$ cat src/sv/button_press_classifier_assert.svh
// ----------------------------------------------------------------------------
// button_press_classifier_assert.svh
// Assertion macros for the button press classifier.
// ----------------------------------------------------------------------------
`ifndef BUTTON_PRESS_CLASSIFIER_ASSERT_SVH
`define BUTTON_PRESS_CLASSIFIER_ASSERT_SVH

`ifndef SYNTHESIS

// Clocked check, suspended while reset is asserted
`define BPC_ASSERT(label, prop, msg) \
    label: assert property (@(posedge clk) disable iff (!rst_n) prop) else $error(msg);

// Clocked check that also runs during reset
`define BPC_ASSERT_ALWAYS(label, prop, msg) \
    label: assert property (@(posedge clk) prop) else $error(msg);

`else

`define BPC_ASSERT(label, prop, msg)
`define BPC_ASSERT_ALWAYS(label, prop, msg)

`endif

`endif

$ cat src/sv/bpc_pkg.sv
// ----------------------------------------------------------------------------
// bpc_pkg
// Shared constants for the button press classifier: event codes, register
// map and register reset values.
// ----------------------------------------------------------------------------
`default_nettype none

package bpc_pkg;

    localparam int unsigned TIME_W   = 32;
    localparam int unsigned THR_W    = 16;
    localparam int unsigned EVENT_W  = 2;
    localparam int unsigned ADDR_W   = 5;
    localparam int unsigned DATA_W   = 32;
    localparam int unsigned REG_IDX_W = 3;

    // Event codes
    localparam logic [EVENT_W-1:0] EV_NONE  = 2'd0;
    localparam logic [EVENT_W-1:0] EV_SHORT = 2'd1;
    localparam logic [EVENT_W-1:0] EV_LONG  = 2'd2;
    localparam logic [EVENT_W-1:0] EV_RESET = 2'd3;

    // Register indexes (byte address = 4 * index)
    localparam logic [REG_IDX_W-1:0] REG_ENABLE        = 3'd0;
    localparam logic [REG_IDX_W-1:0] REG_SHORT_MIN     = 3'd1;
    localparam logic [REG_IDX_W-1:0] REG_LONG_MIN      = 3'd2;
    localparam logic [REG_IDX_W-1:0] REG_RESET_MIN     = 3'd3;
    localparam logic [REG_IDX_W-1:0] REG_RELEASE_GRACE = 3'd4;

    // Register reset values
    localparam logic             ENABLE_RST        = 1'b0;
    localparam logic [THR_W-1:0] SHORT_MIN_RST     = 16'd50;
    localparam logic [THR_W-1:0] LONG_MIN_RST      = 16'd1500;
    localparam logic [THR_W-1:0] RESET_MIN_RST     = 16'd10000;
    localparam logic [THR_W-1:0] RELEASE_GRACE_RST = 16'd60;

endpackage

`default_nettype wire

$ cat src/sv/button_press_classifier.sv
// Path: sample transaction -> input register -> result register -> event.
// Throughput: one sample per cycle unless event_ready stalls; an input
// register feeds single-pass press logic that writes result and press state.
// Reset (rst_n low, asynchronous): press state cleared, no item in flight,
// registers back to enable 0, short 50, long 1500, reset 10000, grace 60 ms.
// ----------------------------------------------------------------------------
// button_press_classifier
// Classifies active-low button presses as short, long or factory reset from
// timestamped pin samples, with release debouncing and wrapping ms time.
// ----------------------------------------------------------------------------
`default_nettype none

`include "button_press_classifier_assert.svh"

module button_press_classifier (
    input  wire logic                              clk,
    input  wire logic                              rst_n,
    // configuration port
    input  wire logic                              psel,
    input  wire logic                              penable,
    input  wire logic                              pwrite,
    input  wire logic [bpc_pkg::ADDR_W-1:0]        paddr,
    input  wire logic [bpc_pkg::DATA_W-1:0]        pwdata,
    output logic      [bpc_pkg::DATA_W-1:0]        prdata,
    output logic                                   pready,
    // sample channel
    input  wire logic                              sample_valid,
    output logic                                   sample_ready,
    input  wire logic                              pin_level,
    input  wire logic [bpc_pkg::TIME_W-1:0]        now_ms,
    // event channel
    output logic                                   event_valid,
    input  wire logic                              event_ready,
    output logic      [bpc_pkg::EVENT_W-1:0]       event_res
);

    import bpc_pkg::*;

    // configuration registers
    logic              enable_reg;
    logic [THR_W-1:0]  short_min_reg;
    logic [THR_W-1:0]  long_min_reg;
    logic [THR_W-1:0]  reset_min_reg;
    logic [THR_W-1:0]  grace_reg;

    logic                 cfg_wr;
    logic [REG_IDX_W-1:0] cfg_idx;

    // input stage
    logic              in_vld_reg;
    logic              pin_level_reg;
    logic [TIME_W-1:0] now_ms_reg;

    // result stage
    logic               out_vld_reg;
    logic [EVENT_W-1:0] event_res_reg;

    // press state
    logic              held_reg,        held_next;
    logic              rst_rep_reg,     rst_rep_next;
    logic [TIME_W-1:0] press_start_reg, press_start_next;
    logic              rel_pend_reg,    rel_pend_next;
    logic [TIME_W-1:0] rel_start_reg,   rel_start_next;
    logic [EVENT_W-1:0] event_next;

    logic              advance;
    logic              down;
    logic [TIME_W-1:0] hold_dur;
    logic [TIME_W-1:0] rel_dur;
    logic [TIME_W-1:0] press_dur;

    // ------------------------------------------------------------------
    // Configuration port
    // ------------------------------------------------------------------
    assign pready  = 1'b1;
    assign cfg_idx = paddr[ADDR_W-1:2];
    assign cfg_wr  = psel & penable & pwrite & pready;

    always_ff @(posedge clk or negedge rst_n)
    begin
        if (!rst_n)
        begin
            enable_reg    <= ENABLE_RST;
            short_min_reg <= SHORT_MIN_RST;
            long_min_reg  <= LONG_MIN_RST;
            reset_min_reg <= RESET_MIN_RST;
            grace_reg     <= RELEASE_GRACE_RST;
        end
        else if (cfg_wr)
        begin
            case (cfg_idx)
                REG_ENABLE:        enable_reg    <= pwdata[0];
                REG_SHORT_MIN:     short_min_reg <= pwdata[THR_W-1:0];
                REG_LONG_MIN:      long_min_reg  <= pwdata[THR_W-1:0];
                REG_RESET_MIN:     reset_min_reg <= pwdata[THR_W-1:0];
                REG_RELEASE_GRACE: grace_reg     <= pwdata[THR_W-1:0];
                default:           ;
            endcase
        end
    end

    always_comb
    begin
        case (cfg_idx)
            REG_ENABLE:        prdata = {{(DATA_W-1){1'b0}}, enable_reg};
            REG_SHORT_MIN:     prdata = {{(DATA_W-THR_W){1'b0}}, short_min_reg};
            REG_LONG_MIN:      prdata = {{(DATA_W-THR_W){1'b0}}, long_min_reg};
            REG_RESET_MIN:     prdata = {{(DATA_W-THR_W){1'b0}}, reset_min_reg};
            REG_RELEASE_GRACE: prdata = {{(DATA_W-THR_W){1'b0}}, grace_reg};
            default:           prdata = '0;
        endcase
    end

    // ------------------------------------------------------------------
    // Pipeline control
    // ------------------------------------------------------------------
    assign advance      = in_vld_reg & (~out_vld_reg | event_ready);
    assign sample_ready = ~in_vld_reg | advance;
    assign event_valid  = out_vld_reg;
    assign event_res    = event_res_reg;

    always_ff @(posedge clk or negedge rst_n)
    begin
        if (!rst_n)
        begin
            in_vld_reg  <= 1'b0;
            out_vld_reg <= 1'b0;
        end
        else
        begin
            if (sample_ready)
                in_vld_reg <= sample_valid;
            if (advance)
                out_vld_reg <= 1'b1;
            else if (event_ready)
                out_vld_reg <= 1'b0;
        end
    end

    always_ff @(posedge clk)
    begin
        if (sample_valid && sample_ready)
        begin
            pin_level_reg <= pin_level;
            now_ms_reg    <= now_ms;
        end
        if (advance)
            event_res_reg <= event_next;
    end

    // ------------------------------------------------------------------
    // Press logic
    // ------------------------------------------------------------------
    assign down      = ~pin_level_reg;
    assign hold_dur  = now_ms_reg - press_start_reg;
    assign rel_dur   = now_ms_reg - rel_start_reg;
    assign press_dur = rel_start_reg - press_start_reg;

    always_comb
    begin
        held_next        = held_reg;
        rst_rep_next     = rst_rep_reg;
        press_start_next = press_start_reg;
        rel_pend_next    = rel_pend_reg;
        rel_start_next   = rel_start_reg;
        event_next       = EV_NONE;

        if (enable_reg)
        begin
            if (down && !held_reg)
            begin
                // start of a new press
                held_next        = 1'b1;
                rst_rep_next     = 1'b0;
                press_start_next = now_ms_reg;
                rel_pend_next    = 1'b0;
            end
            else if (down)
            begin
                // bounce cancels a pending release
                rel_pend_next = 1'b0;
                if (!rst_rep_reg && hold_dur >= {{(TIME_W-THR_W){1'b0}}, reset_min_reg})
                begin
                    rst_rep_next = 1'b1;
                    event_next   = EV_RESET;
                end
            end
            else if (held_reg)
            begin
                if (!rel_pend_reg)
                begin
                    rel_pend_next  = 1'b1;
                    rel_start_next = now_ms_reg;
                end
                else if (rel_dur >= {{(TIME_W-THR_W){1'b0}}, grace_reg})
                begin
                    // release persisted: press is over
                    held_next     = 1'b0;
                    rel_pend_next = 1'b0;
                    if (rst_rep_reg)
                        rst_rep_next = 1'b0;
                    else if (press_dur >= {{(TIME_W-THR_W){1'b0}}, reset_min_reg})
                        event_next = EV_RESET;
                    else if (press_dur >= {{(TIME_W-THR_W){1'b0}}, long_min_reg})
                        event_next = EV_LONG;
                    else if (press_dur >= {{(TIME_W-THR_W){1'b0}}, short_min_reg})
                        event_next = EV_SHORT;
                end
            end
        end
    end

    always_ff @(posedge clk or negedge rst_n)
    begin
        if (!rst_n)
        begin
            held_reg        <= 1'b0;
            rst_rep_reg     <= 1'b0;
            press_start_reg <= '0;
            rel_pend_reg    <= 1'b0;
            rel_start_reg   <= '0;
        end
        else if (advance)
        begin
            held_reg        <= held_next;
            rst_rep_reg     <= rst_rep_next;
            press_start_reg <= press_start_next;
            rel_pend_reg    <= rel_pend_next;
            rel_start_reg   <= rel_start_next;
        end
    end

    // ------------------------------------------------------------------
    // Assertions
    // ------------------------------------------------------------------
    `BPC_ASSERT(a_pend_needs_held, rel_pend_reg |-> held_reg,
        "release pending while no press is held")
    `BPC_ASSERT(a_report_needs_held, rst_rep_reg |-> held_reg,
        "factory reset marked reported outside a press")
    `BPC_ASSERT(a_advance_fills_out, advance |=> out_vld_reg,
        "processed sample did not produce an event transaction")

endmodule

`default_nettype wire

$ cat config.mk
export PLATFORM = sky130hd
export DESIGN_NAME = button_press_classifier
export DESIGN_NICKNAME = d
export VERILOG_FILES = /design/src/sv/bpc_pkg.sv /design/src/sv/button_press_classifier.sv
export VERILOG_INCLUDE_DIRS = /design/src /design/src/sv
export SDC_FILE = /design/constraint.sdc
export NUM_CORES = 1
export LEC_CHECK = 0
export BUFFER_PORTS_ARGS = -buffer_cell sky130_fd_sc_hd__buf_2
export CAP_MARGIN = 25
export CELL_PAD_IN_SITES_DETAIL_PLACEMENT = 1
export CELL_PAD_IN_SITES_GLOBAL_PLACEMENT = 1
export CORE_MARGIN = 2
export CORE_UTILIZATION = 35
export CTS_BUF_LIST = sky130_fd_sc_hd__clkbuf_8
export DETAILED_ROUTE_END_ITERATION = 8
export GPL_TIMING_DRIVEN = 0
export PLACE_DENSITY = 0.75
export SKIP_LAST_GASP = 1
export SYNTH_ARGS = -nofsm -noshare
export SYNTH_HDL_FRONTEND = slang
export SYNTH_SLANG_ARGS = --single-unit
export TNS_END_PERCENT = 10
$ cat constraint.sdc
create_clock -name clk -period 4.59 [get_ports clk]
set_input_delay 0.6885 -clock clk [delete_from_list [all_inputs] [get_ports clk]]
set_output_delay 0.6885 -clock clk [all_outputs]
set_load 0.05 [all_outputs]
; Word level (Yosys, flattened, before mapping)
; Index checks and enable logic that the tools add are counted.
[op_classes]
n_lt_le_gt_ge = 5
mux = 26
bitwise_logic = 11
addsub = 3
reduce_logical = 20
n_eq_ne = 7
[op_table]
columns = op, count
row1 = 32-bit by 16-bit >= comparator with 1-bit output, 5
row2 = 32-bit subtractor, 3
row3 = 16-bit case mux with 5 select lines, 1
row4 = 1-bit two-way mux, 17
row5 = 2-bit two-way mux, 8
row6 = 6-bit AND reduction, 2
row7 = 2-bit AND reduction, 5
row8 = "3-bit by 1-bit != test with 1-bit output, second input constant", 3
row9 = 3-bit AND reduction, 3
row10 = "3-bit by 2-bit equality test with 1-bit output, second input constant", 2
row11 = 1-bit inverter, 6
row12 = 2-bit nonzero test, 2
row13 = 1-bit bitwise AND, 3
row14 = "3-bit by 1-bit equality test with 1-bit output, second input constant", 1
row15 = "3-bit equality test, second input constant", 1
row16 = 1-bit logical AND, 3
row17 = 3-bit logical NOT, 1
row18 = 3-bit nonzero test, 1
row19 = 1-bit logical NOT, 2
row20 = 1-bit OR, 2
row21 = 2-bit OR reduction, 1
[totals]
output_inout_bits = 37
regBits = 169

; Logic depth before layout (Yosys ltp)
[depth]
depth_word = 10
ltp_mapped = 22

; Worst setup path before layout
; No wires, ideal clock.
[synth_path]
path_type = reg2reg
start = reg press_start_reg[1]
end = reg event_res_reg[1], in the netlist event_res[1], data pin
t_required_ps = 4333
setup_ps = 257
stages_incl_launch_ff = 19
arrival_time_ps = 3980
path_slack_ps = 353
n_path_buf = 0
path_cell_list = dfrtp_1 inv_1 ha_1 nor2b_1 o31a_2 o21ai_2 o21ba_2 o21ai_0 xor2_1 ha_1 a2111oi_2 o2111ai_1 a211o_1 or4_4 nor4_2 nand4_1 nor4_2 and2b_1 o21ai_1
[synth_between]
elab_chain_cells = 9
word_cells_on_any_way = 14
classes_between = 2 x add/sub / 3 x order compare / 8 x mux / 1 x reduce/logical
[synth_rtl]
columns = item, line_no
row1 = "start, declared", button_press_classifier.sv:61  ; logic [TIME_W-1:0] press_start_reg, press_start_next;
row2 = "start signal, assigned", button_press_classifier.sv:227  ; press_start_reg <= press_start_next;
row3 = 32-bit subtractor, button_press_classifier.sv:157  ; assign press_dur = rel_start_reg - press_start_reg;
row4 = 32-bit by 16-bit >= comparator with 1-bit output, button_press_classifier.sv:204  ; else if (press_dur >= {{(TIME_W-THR_W){1'b0}}, long_min_reg})
row5 = 2-bit two-way mux, button_press_classifier.sv:204
row6 = 2-bit two-way mux, button_press_classifier.sv:202  ; else if (press_dur >= {{(TIME_W-THR_W){1'b0}}, reset_min_reg})
row7 = 2-bit two-way mux, button_press_classifier.sv:200  ; if (rst_rep_reg)
row8 = 2-bit two-way mux, button_press_classifier.sv:195  ; else if (rel_dur >= {{(TIME_W-THR_W){1'b0}}, grace_reg})
row9 = 2-bit two-way mux, button_press_classifier.sv:190  ; if (!rel_pend_reg)
row10 = 2-bit two-way mux, button_press_classifier.sv:188  ; else if (held_reg)
row11 = 2-bit two-way mux (*), button_press_classifier.sv:178  ; else if (down)
row12 = "end signal, assigned", button_press_classifier.sv:148  ; event_res_reg <= event_next;
row13 = "end, declared", button_press_classifier.sv:56  ; logic [EVENT_W-1:0] event_res_reg;
; Every way passes the cells marked *; elsewhere a longest branch is shown, timed or not.
; A chain may end at the register's enable or synchronous reset.

; Final worst setup path
[layout_path]
start = reg now_ms_reg[2]
end = reg event_res_reg[1], in the netlist event_res[1], data pin
[layout_between]
elab_chain_cells = 6
word_cells_on_any_way = 10
classes_between = 2 x add/sub / 2 x order compare / 5 x mux / 1 x reduce/logical
[layout_rtl]
columns = item, line_no
row1 = "start, declared", button_press_classifier.sv:52  ; logic [TIME_W-1:0] now_ms_reg;
row2 = "start signal, assigned", button_press_classifier.sv:145  ; now_ms_reg <= now_ms;
row3 = 32-bit subtractor, button_press_classifier.sv:156  ; assign rel_dur = now_ms_reg - rel_start_reg;
row4 = 32-bit by 16-bit >= comparator with 1-bit output, button_press_classifier.sv:195
row5 = 2-bit two-way mux, button_press_classifier.sv:195
row6 = 2-bit two-way mux, button_press_classifier.sv:190
row7 = 2-bit two-way mux, button_press_classifier.sv:188
row8 = 2-bit two-way mux (*), button_press_classifier.sv:178
; Marks and branches as above.

==> reports/results.ini <==
[run_status]
status = finished, final reports clean

[timing]
max_freq_mhz = 225.4
hold_slack_ns = 0.1247
finClkSkew_ns = 0.02436
slew_headroom_pct = 32.55
max_slew.worst_pin.slew_ns = 1.012
fin_crit_sh_pct = 96.65
drv_slew = 0
setup_viol = 0
period_needed_ns = 4.436
hold_viol_final = 0

[placed_design]
gp_congestion = 0.9321
place_area_um2 = 15110
dp_hpwl_mm = 35.36
io_buffers = 76

[logic_synthesis]
synth_cell_types = 87
async_flop_share_pct = 79.29
seq_area_frac_synth_pct = 31.72
synth_top_family_by_area = compound AO/OA/AOI/OAI gates
synth_ff_type = dfrtp_1
synth_xor_area_share_pct = 3.943
synth.area.mux_share_pct = 7.582
synth-adder-area-share_pct = 15.93
synth_edf_count = 35
syn_inst = 1566
synth-simple-area-share_pct = 13.79
yosys_warnings = 0
syn_avg_cell_area_um2 = 8.915
synth-compound-area-share_pct = 20.71
synthesis.area_um2 = 13960
ys_ff_latch = 169

[finish]
diodes = 0
fin_util_pct = 40.29
final_nets = 1952
syn_to_final_growth_pct = 14.13
postLayoutCellArea_um2 = 15930
final_common_cell = ha_1
final_cell_mix = ha_1, nand2_1, inv_1, dfrtp_1, o21ai_0
drive_gt1_share_pct = 19.45

[floorplan]
die_w_um = 203.7
fp.dieH_um = 203.7
rows = 73
core_um2 = 39550
start_util_pct = 35.30
num_io_pins = 114
die_area_um2 = 41500

[setup_path]
path_delay_family = compound AO/OA/AOI/OAI gates
max_stage_delay_ns = 0.46
worstPathMaxFanout = 4
critPathLaunchType = flip-flop
cpMostUsedCell = buf_4
critPathArrivalTime_ns = 4.72
reg2reg_to = event_res[1]
path_buf_inv = 3
critical_path_required_ns = 4.88
crit_path_cell_trace = buf_4, ha_4, o21a_1, o31a_1, buf_4, o311ai_2, nand3_1, xor2_1, ha_1, a21oi_1, nor2b_1, o21ai_2, nand3_2, a211oi_2, nand4_1, nor4_4, buf_4, nand2_1, nand3_1, o21ai_1
end_kind = flip-flop
cp_slowest_cell = edfxtp_1
rr_startpoint = now_ms_reg[2]
timing_worst_setup_path_type = flip-flop to flip-flop
r2r_cells = 20
rrSetupSlack_ns = 0.15

[clock_network]
clock_latency_ns = 0.54
cts_tree = built
htreeDepth = 4
cts_max_path_buffers = 2
clkTransAtPathRegs_ns = 0.10
cts_hold_buf = 0
numCtsBuffers = 17
clock-sinks = 169
clockRootBuffer = clkbuf_8

[power]
leakagePower_nw = 7.174
ir_drop_mv = 0.2378
p_per_area_nw_per_um2 = 630.3
power.total_mw = 10.04

[routing]
dr.first_iter.drc_count = 635
final_antenna_net_count = 0
finalWirelength_mm = 44.46
vias_per_cell = 5.438
wire_per_inst_um = 19.87
dr.pass1.iters = 5
drc_errors = 0
num_vias = 12170

[grt]
grt_max_degree = 76
antenna_found_initial = 0
grt_pass1_wl_mm = 69.00
grt_pass1_vias = 12580
grt-ovfl-total = 0
grt_usage_pct = 21.63

[flow_run]
drv_cap = 0

[hold_path]
hold_class = input pin to async pin

## where the power goes
group	switching, mW	total (mW)	internal (mW)
combinational	4.10	6.85	2.75
clock	0.671	1.07	0.395
sequential	0.228	2.13	1.90
## metal layers
layer	vias to the layer above	global-route usage, %	part of all wire (%)
met1	6032	29.24	48
met2	218	35.39	46
li1	5864	-	-
met4	0	6.830	2.2
met3	51	3.356	3.8
met5	-	0	0
## cell usage after synthesis, types with 11 or more instances
library cell	n	area, um2
nand2b_1	19	118.9
inv_1	147	551.8
nor2_1	81	304.0
and3_1	12	75.07
nand4_1	25	156.4
nor2b_1	16	100.1
a22oi_1	16	120.1
o21ai_0	118	590.6
dfstp_2	19	499.2
xnor2_1	35	306.5
dfrtp_1	115	2878
o22ai_1	20	125.1
o21a_1	14	105.1
a211oi_1	13	97.59
nand3_1	27	135.1
ha_1	173	2165
mux2_2	83	934.7
o21ai_1	13	65.06
xor2_1	26	227.7
o211ai_1	11	82.58
buf_4	18	135.1
edfxtp_1	35	1051
a21o_1	39	292.8
clkbuf_1	39	146.4
a21oi_1	112	560.5
nand2_1	158	593.1
nor3_1	11	55.05
## worst max path at each step
| stage | slack, ns | to | cells after the start | from |
|---|---|---|---|---|
| 2_1_floorplan | 0.35 | event_res[1] | 18 | press_start_reg[1] |
| 6_report | 0.15 | event_res[1] | 20 | now_ms_reg[2] |
| 3_3_place_gp | -0.57 | event_res[1] | 21 | now_ms_reg[0] |
| 3_5_place_dp | -0.71 | event_res[1] | 21 | now_ms_reg[0] |
| 5_1_grt | -0.06 | event_res[1] | 21 | now_ms_reg[2] |
| 4_1_cts | 0.004 | event_res[1] | 22 | now_ms_reg[0] |
## logic make-up (layout without fill, tap and decap cells)
kind of cell / count (synthesis) / after routing
flip-flops: 169 / 169
other: 2 / 17
multiplexers: 94 / 94
XOR/XNOR: 62 / 62
AND/OR/NAND/NOR: 400 / 400
adder cells (fa/ha/maj): 176 / 176
AO/OA/AOI/OAI: 451 / 451
buffers and inverters: 212 / 343
## metrics by stage
step | cells | setup WS (ns) | TNS (ns)
5_1_grt | 2237 | -0.06185 | -0.1201
4_1_cts | 2226 | 0.004352 | 0
6_report | 2237 | 0.1537 | 0
3_5_place_dp | 2184 | -0.7129 | -2.067
2_1_floorplan | 1581 | 0.3531 | 0
3_3_place_gp | 2182 | -0.5695 | -1.655
## cell type report
class                           instances  area, um2
Timing Repair Buffer                  100      599.3
Clock buffer                           17      234.0
Buffer                                 64      319.1
Multi-Input combinational cell       1200       9011
Fill cell                            4632      23620
Tap cell                              525      656.9
Clock inverter                         15      133.9
Inverter                              147      551.8
Sequential cell                       169       4428
## timing repair
action                                  in CTS  in global routing
endpoints found under the setup margin       3                  5
setup buffers                               10                 12
gates resized for setup                     33                 36
pin swaps                                   16                 19
gates cloned                                 0                  0
(Power assumes the default switching activity.)
